### config.mk
export PLATFORM = sky130hd
export DESIGN_NAME = rsc_ctrl
export DESIGN_NICKNAME = d
export VERILOG_FILES = /design/src/rsc_pkg.sv /design/src/rsc_ctrl.sv
export SDC_FILE = /design/constraint.sdc
export NUM_CORES = 1
export LEC_CHECK = 0
export ABC_AREA = 1
export BUFFER_PORTS_ARGS = -buffer_cell sky130_fd_sc_hd__clkbuf_2
export CAP_MARGIN = 20
export CORE_UTILIZATION = 37
export CTS_BUF_LIST = sky130_fd_sc_hd__clkbuf_8
export DETAILED_ROUTE_END_ITERATION = 10
export SYNTH_ARGS = -nofsm -noshare
export SYNTH_HDL_FRONTEND = slang
export SYNTH_SLANG_ARGS = --single-unit
### constraint.sdc
create_clock -name i_clk -period 3.52 [get_ports i_clk]
set_input_delay 0.704 -clock i_clk [delete_from_list [all_inputs] [get_ports i_clk]]
set_output_delay 0.704 -clock i_clk [all_outputs]
set_load 0.05 [all_outputs]
### src/rsc_pkg.sv
// rsc_pkg: shared types, constants and helper functions of the rabbit cipher block
// used by rsc_ctrl, rsc_datapath and rabbit_stream_cipher_top; no dependencies
package rsc_pkg;

    localparam int unsigned WORD_W   = 32;
    localparam int unsigned NWORDS   = 8;
    localparam int unsigned CFG_W    = 64;
    localparam int unsigned CFG_IDX_W = 2;
    localparam int unsigned NB_W     = 5;
    localparam int unsigned OP_W     = 2;
    localparam int unsigned ITER_W   = 2;
    localparam int unsigned SETUP_ITERS = 4;
    localparam logic [NB_W-1:0] FULL_BLOCK = NB_W'(16);

    localparam logic [OP_W-1:0] OP_KEY   = 2'd0;
    localparam logic [OP_W-1:0] OP_IV    = 2'd1;
    localparam logic [OP_W-1:0] OP_CRYPT = 2'd2;

    localparam logic [CFG_IDX_W-1:0] REG_KEY_LOW  = 2'd0;
    localparam logic [CFG_IDX_W-1:0] REG_KEY_HIGH = 2'd1;
    localparam logic [CFG_IDX_W-1:0] REG_IV       = 2'd2;

    localparam logic [WORD_W-1:0] STEP_A = 32'h4D34D34D;
    localparam logic [WORD_W-1:0] STEP_B = 32'hD34D34D3;
    localparam logic [WORD_W-1:0] STEP_C = 32'h34D34D34;
    localparam logic [WORD_W-1:0] MASK_HI = 32'hFFFF0000;
    localparam logic [WORD_W-1:0] MASK_LO = 32'h0000FFFF;

    // counter increments, word 0 in the low bits
    localparam logic [NWORDS*WORD_W-1:0] STEP_VEC =
        {STEP_B, STEP_A, STEP_C, STEP_B, STEP_A, STEP_C, STEP_B, STEP_A};

    typedef struct packed {
        logic load_in;
        logic key_load;
        logic iv_load;
        logic use_master;
        logic cnt_step;
        logic sq_step;
        logic mix_step;
        logic key_fold;
        logic out_load;
        logic out_crypt;
    } t_dp_cmd;

    typedef struct packed {
        logic out_busy;
    } t_dp_stat;

    function automatic logic [WORD_W-1:0] rot16(input logic [WORD_W-1:0] v);
        rot16 = {v[15:0], v[31:16]};
    endfunction

    function automatic logic [WORD_W-1:0] rot8(input logic [WORD_W-1:0] v);
        rot8 = {v[23:0], v[31:24]};
    endfunction

    // square and fold the product halves together
    function automatic logic [WORD_W-1:0] gfold(input logic [WORD_W-1:0] v);
        logic [2*WORD_W-1:0] sq;
        sq = {{WORD_W{1'b0}}, v} * {{WORD_W{1'b0}}, v};
        gfold = sq[63:32] ^ sq[31:0];
    endfunction

endpackage

### src/rsc_ctrl.sv
// rsc_ctrl: sequencer of the rabbit cipher block, drives rsc_datapath commands
// depends on rsc_pkg
module rsc_ctrl
    import rsc_pkg::*;
(
    input  logic                i_clk,
    input  logic                i_rst_n,
    input  logic                i_valid,
    input  logic [OP_W-1:0]     i_opcode,
    input  logic [NB_W-1:0]     i_valid_bytes,
    output logic                o_ready,
    input  t_dp_stat            i_stat,
    output t_dp_cmd             o_cmd
);

    typedef enum logic [2:0] {
        S_IDLE,
        S_CNT,
        S_SQ,
        S_MIX,
        S_FOLD,
        S_OUT
    } t_state;

    t_state               r_state, n_state;
    logic [OP_W-1:0]      r_op, n_op;
    logic [ITER_W-1:0]    r_iter, n_iter;
    logic                 r_crypt, n_crypt;
    logic                 w_accept;

    assign o_ready  = (r_state == S_IDLE);
    assign w_accept = i_valid && o_ready;

    always_comb begin
        n_state = r_state;
        n_op    = r_op;
        n_iter  = r_iter;
        n_crypt = r_crypt;
        o_cmd   = '0;
        o_cmd.use_master = (r_op == OP_KEY);
        case (r_state)
            S_IDLE: begin
                if (w_accept) begin
                    o_cmd.load_in = 1'b1;
                    n_op    = i_opcode;
                    n_crypt = 1'b0;
                    case (i_opcode)
                        OP_KEY: begin
                            o_cmd.key_load = 1'b1;
                            n_iter  = ITER_W'(SETUP_ITERS - 1);
                            n_state = S_CNT;
                        end
                        OP_IV: begin
                            o_cmd.iv_load = 1'b1;
                            n_iter  = ITER_W'(SETUP_ITERS - 1);
                            n_state = S_CNT;
                        end
                        OP_CRYPT: begin
                            n_iter = '0;
                            if (i_valid_bytes != '0) begin
                                n_crypt = 1'b1;
                                n_state = S_CNT;
                            end else begin
                                n_state = S_OUT;
                            end
                        end
                        default: begin
                            n_state = S_OUT;
                        end
                    endcase
                end
            end
            S_CNT: begin
                o_cmd.cnt_step = 1'b1;
                n_state = S_SQ;
            end
            S_SQ: begin
                o_cmd.sq_step = 1'b1;
                n_state = S_MIX;
            end
            S_MIX: begin
                o_cmd.mix_step = 1'b1;
                if (r_iter != '0) begin
                    n_iter  = r_iter - 1'b1;
                    n_state = S_CNT;
                end else if (r_op == OP_KEY) begin
                    n_state = S_FOLD;
                end else begin
                    n_state = S_OUT;
                end
            end
            S_FOLD: begin
                o_cmd.key_fold = 1'b1;
                n_state = S_OUT;
            end
            S_OUT: begin
                if (!i_stat.out_busy) begin
                    o_cmd.out_load  = 1'b1;
                    o_cmd.out_crypt = r_crypt;
                    n_state = S_IDLE;
                end
            end
            default: begin
                n_state = S_IDLE;
            end
        endcase
    end

    always_ff @(posedge i_clk) begin
        if (!i_rst_n) begin
            r_state <= S_IDLE;
            r_op    <= OP_CRYPT;
            r_iter  <= '0;
            r_crypt <= 1'b0;
        end else begin
            r_state <= n_state;
            r_op    <= n_op;
            r_iter  <= n_iter;
            r_crypt <= n_crypt;
        end
    end

endmodule

---- Word level (Yosys, flattened, before mapping) ----
Index checks and enable logic that the tools add are counted.
word-level totals
  register bits after elaboration ......... 8
  bits of input ports ..................... 11
  output and inout bits ................... 11
  logic and storage cells ................. 50
operators by class
  reductions and logical operators ........ 11
  eq/ne operators ......................... 11
  add/subtract/negate cells ............... 1
  multiplexer cells ....................... 23
operators by type and width
  cell                                                                    number
  3-bit 2-to-1 mux                                                        6
  3-bit case mux with 6 select lines                                      1
  1-bit 2-to-1 mux                                                        9
  2-bit 2-to-1 mux                                                        4
  2-bit case mux with 2 select lines                                      2
  3-bit by 2-bit equality test with 1-bit output (second input constant)  2
  3-bit equality test (second input constant)                             2
  3-bit case mux with 2 select lines                                      1
  5-bit nonzero test                                                      1
  2-bit logical NOT                                                       2
  2-bit != test (second input constant)                                   2
  2-bit AND reduction                                                     2
  4-bit AND reduction                                                     1
  2-bit nonzero test                                                      2
  3-bit by 1-bit equality test with 1-bit output (second input constant)  1
  3-bit logical NOT                                                       1
  3-bit by 2-bit != test with 1-bit output (second input constant)        1
  2-bit by 1-bit equality test with 1-bit output (second input constant)  1
  2-bit equality test (second input constant)                             1
  2-bit by 1-bit != test with 1-bit output (second input constant)        1
  2-bit OR reduction                                                      1
  2-bit by 1-bit subtractor with 2-bit output (second input constant)     1
  1-bit logical AND                                                       1

---- Logic depth before layout (Yosys ltp) ----
  word-level depth ........................ 5
  mapped depth ............................ 9
  mapped depth without buffers ............ 8

---- Worst setup path after synthesis ----
OpenSTA, ideal clock, no wires.
  path kind ............................... input to output
  start point ............................. input i_stat
  end point ............................... output o_cmd[0] in the netlist's numbering
  required time ........................... 2.816 ns
  setup slack ............................. 0.954 ns
  buffers on the path ..................... 0
  stages on the path ...................... 1
  data arrival time ....................... 1.862 ns
  cells stage by stage .................... nor3b_1
between the ends
  longest elaborated chain between the ends .. 2
RTL lines
  what                line            source
  start: declaration  rsc_ctrl.sv:12  input t_dp_stat i_stat,
  2-bit 2-to-1 mux    rsc_ctrl.sv:97  if (!i_stat.out_busy) begin
  2-bit 2-to-1 mux    rsc_ctrl.sv:41  case (r_state)
  end: declaration    rsc_ctrl.sv:13  output t_dp_cmd o_cmd
Every way passes these cells.

==> results.cfg <==
[run_status]
outcome = finished, final reports clean

[pwr]
p_per_area_nw_per_um2 = 779
power_switching_w = 0.000266
intPower_w = 0.000267
pwr-share-seq_pct = 26.5
p_comb_share_pct = 53.1
power_leakage_nw = 0.371
p_sw_share_pct = 49.9
ir_worst_vdd_v = 0.000444
clock_power_share_pct = 20.4

[detailed_routing]
ant_nets = 0
drc = 0
wl_um = 1140
via_count = 548
wl_per_cell_um = 9.69
viasPerCell = 4.64
dr.pass1.iters = 4
drt-initial-drc-count = 4

[synth]
synth_fp_nets = 92
ys_types = 19
avgSynthCellArea_um2 = 6.63
ys_seq_area_share_pct = 30.2
synth.cell_area_um2 = 531
yosys_warnings = 0
synth_cells = 80
synth.ff_latch_count = 8

[worst_hold_path]
holdPathStages = 4
hold_path_startpoint = r_iter[1]$_SDFFE_PN0P_
min-delay-path-class = reg -> reg
hold_end = r_iter[1]$_SDFFE_PN0P_

[sta]
rsz0062_at_grt = no
max_freq_mhz = 455
finalSetupViolations = 0
setup_ws_ps = 1320
final_hold_viol_count = 0
slew_viol_final = 0
hold_ws_ps = 530
slew_headroom_pct = 79.7
final.setup.tns_ps = 0
finalCritPeriodShare_pct = 62.5
tightest_slew_ps = 304
period_minus_slack_ps = 2200
finalClockSkew_ps = 1.01

[final_layout]
area_delta_synth_final_pct = 29.0
fin_area_um2 = 684
fin_nets = 117
drive_gt1_share_pct = 31.1
n_fill_cell = 149
antennaDiodeCount = 0
final_cell_mix = clkbuf_2, nand2_1, nor2_1
post-route-util_pct = 51.9
final_common_cell = clkbuf_2

[grt]
grt_max_degree = 9
grt_use_total_pct = 16.7
met1_usage_pct = 20.0
grt_pass1_vias = 438
grt_pass1_wl_um = 1750
met2_usage_pct = 27.8
grt_use_met3_pct = 3.41
grt_most_used_layer = met2
grt-ovfl-total = 0
antenna_found_initial = 0

[clock_network]
hold_buffers = 0
insertion_delay_ps = 220
cts_buffers = 3
cts_tree = yes
cts_buffer_depth = 2
clock-sinks = 8
h-tree-depth = 1
clkTransAtPathRegs_ps = 40
cts_root_buf = clkbuf_8
post_cts_resized = 0
postCtsSetupBuffers = 0

[worst_setup_path]
crit_required_ps = 2820
rrSetupSlack_ps = 2210
reg2reg_from = r_state[0]$_SDFFE_PN0P_
crit_chain = clkbuf_2 -> inv_1 -> nor2_8 -> nand2_1 -> nor2_1 -> clkbuf_2
crit_path_end_kind = primary output
critPathBufInv = 3
cpMostUsedCell = clkbuf_2
crit_type = in -> out
critPathMaxStageDelay_ps = 280
r2r-end = r_iter[0]$_SDFFE_PN0P_
start_kind = primary input
cp_slowest_cell = clkbuf_2
path_max_fanout = 8
rr_worst_depth = 5
critPathArrivalTime_ps = 1500
critical_path.top_delay_family = buffers and inverters

[floorplan]
ios = 22
core_area_um2 = 1320
die_w_um = 39.9
rows = 13
die_h_um = 39.9
initial_core_util_pct = 40.3
dieArea_um2 = 1590

[place]
gp_congestion = 0.720
dp_hpwl_um = 899
placed_cell_area_um2 = 643
place_ws_ps = 1310
portBuffers = 21

[flow_run]
max-cap-violations = 0
-- cells in the mapped netlist --
cell type,count,area [um2]
ha_1,1,12.5
nor2_1,14,52.6
inv_2,1,3.75
nor2_2,2,12.5
o21ai_1,1,5.00
o21a_1,1,7.51
nor2_4,2,22.5
nand2_1,16,60.1
inv_1,12,45.0
nor3b_1,2,15.0
dfxtp_1,8,160
o21ai_0,7,35.0
a21oi_1,4,20.0
o21ai_2,1,8.76
nand2_4,1,11.3
nor2_8,1,20.0
nand4_1,2,12.5
buf_6,1,11.3
nand3_1,3,15.0
-- sequential cells by signal, indices dropped and copies added (netlist names) --
register	cells
r_crypt	1
r_iter	2
r_op	2
r_state	3
-- cells by family (layout without fill, tap and decap cells) --
family / Yosys count / count (layout) / synth area share (%)
AOI/OAI and AO/OA: 14 / 14 / 14.4
DFF: 8 / 8 / 30.2
buffers and inverters: 14 / 37 / 11.3
adders and majority gates: 1 / 1 / 2.36
and+or+nand+nor: 43 / 43 / 41.7
-- worst max-delay path by stage --
stage,cells past startpoint,from,end
6_report,6,i_valid,o_cmd[8]
5_1_grt,6,i_valid,o_cmd[8]
4_1_cts,6,i_valid,o_cmd[7]
3_5_place_dp,6,i_valid,o_cmd[7]
3_3_place_gp,6,i_valid,o_cmd[8]
2_1_floorplan,1,i_stat,o_cmd[0]
-- power groups by stage --
| stage | Sequential, W | Combinational (W) | Clock [W] |
|---|---|---|---|
| 3_5_place_dp | 0.000143 | 0.000284 | 0 |
| 3_3_place_gp | 0.000143 | 0.000279 | 0 |
| 6_report | 0.000141 | 0.000283 | 0.000109 |
| 5_1_grt | 0.000144 | 0.000311 | 0.000118 |
| 4_1_cts | 0.000141 | 0.000286 | 0.000110 |
| 2_1_floorplan | 0.000131 | 0.000247 | 0 |
-- worst reg2reg max path, cell delays in order (launching register included) --
cell and delay [ps]:
dfxtp_1 490, nand3_1 230, o21ai_0 170, o21ai_0 120
nor2_1 150, nor2_2 50
-- area by class of cell --
class	instances	area [um2]	share of cell area [%]
multi-input combinational	58	310	45.3
inverter	13	48.8	7.13
sequential	8	160	23.4
timing repair buffer	21	105	15.4
clock buffer	3	41.3	6.03
tap	15	18.8	2.74
-- per-layer routing --
metal / wire length (um) / up-vias
met3: 30 / 2
met4: 8 / 0
li1: - / 300
met2: 551 / 13
met1: 553 / 233
met5: 0 / -
-- through the flow --
stage,total power (W),instances
final,0.000533,118
after detailed placement,0.000427,115
after floorplan,0.000378,80
after global placement,0.000422,115
after global routing,0.000573,118
after CTS,0.000537,118
(Power assumes the default switching activity.)
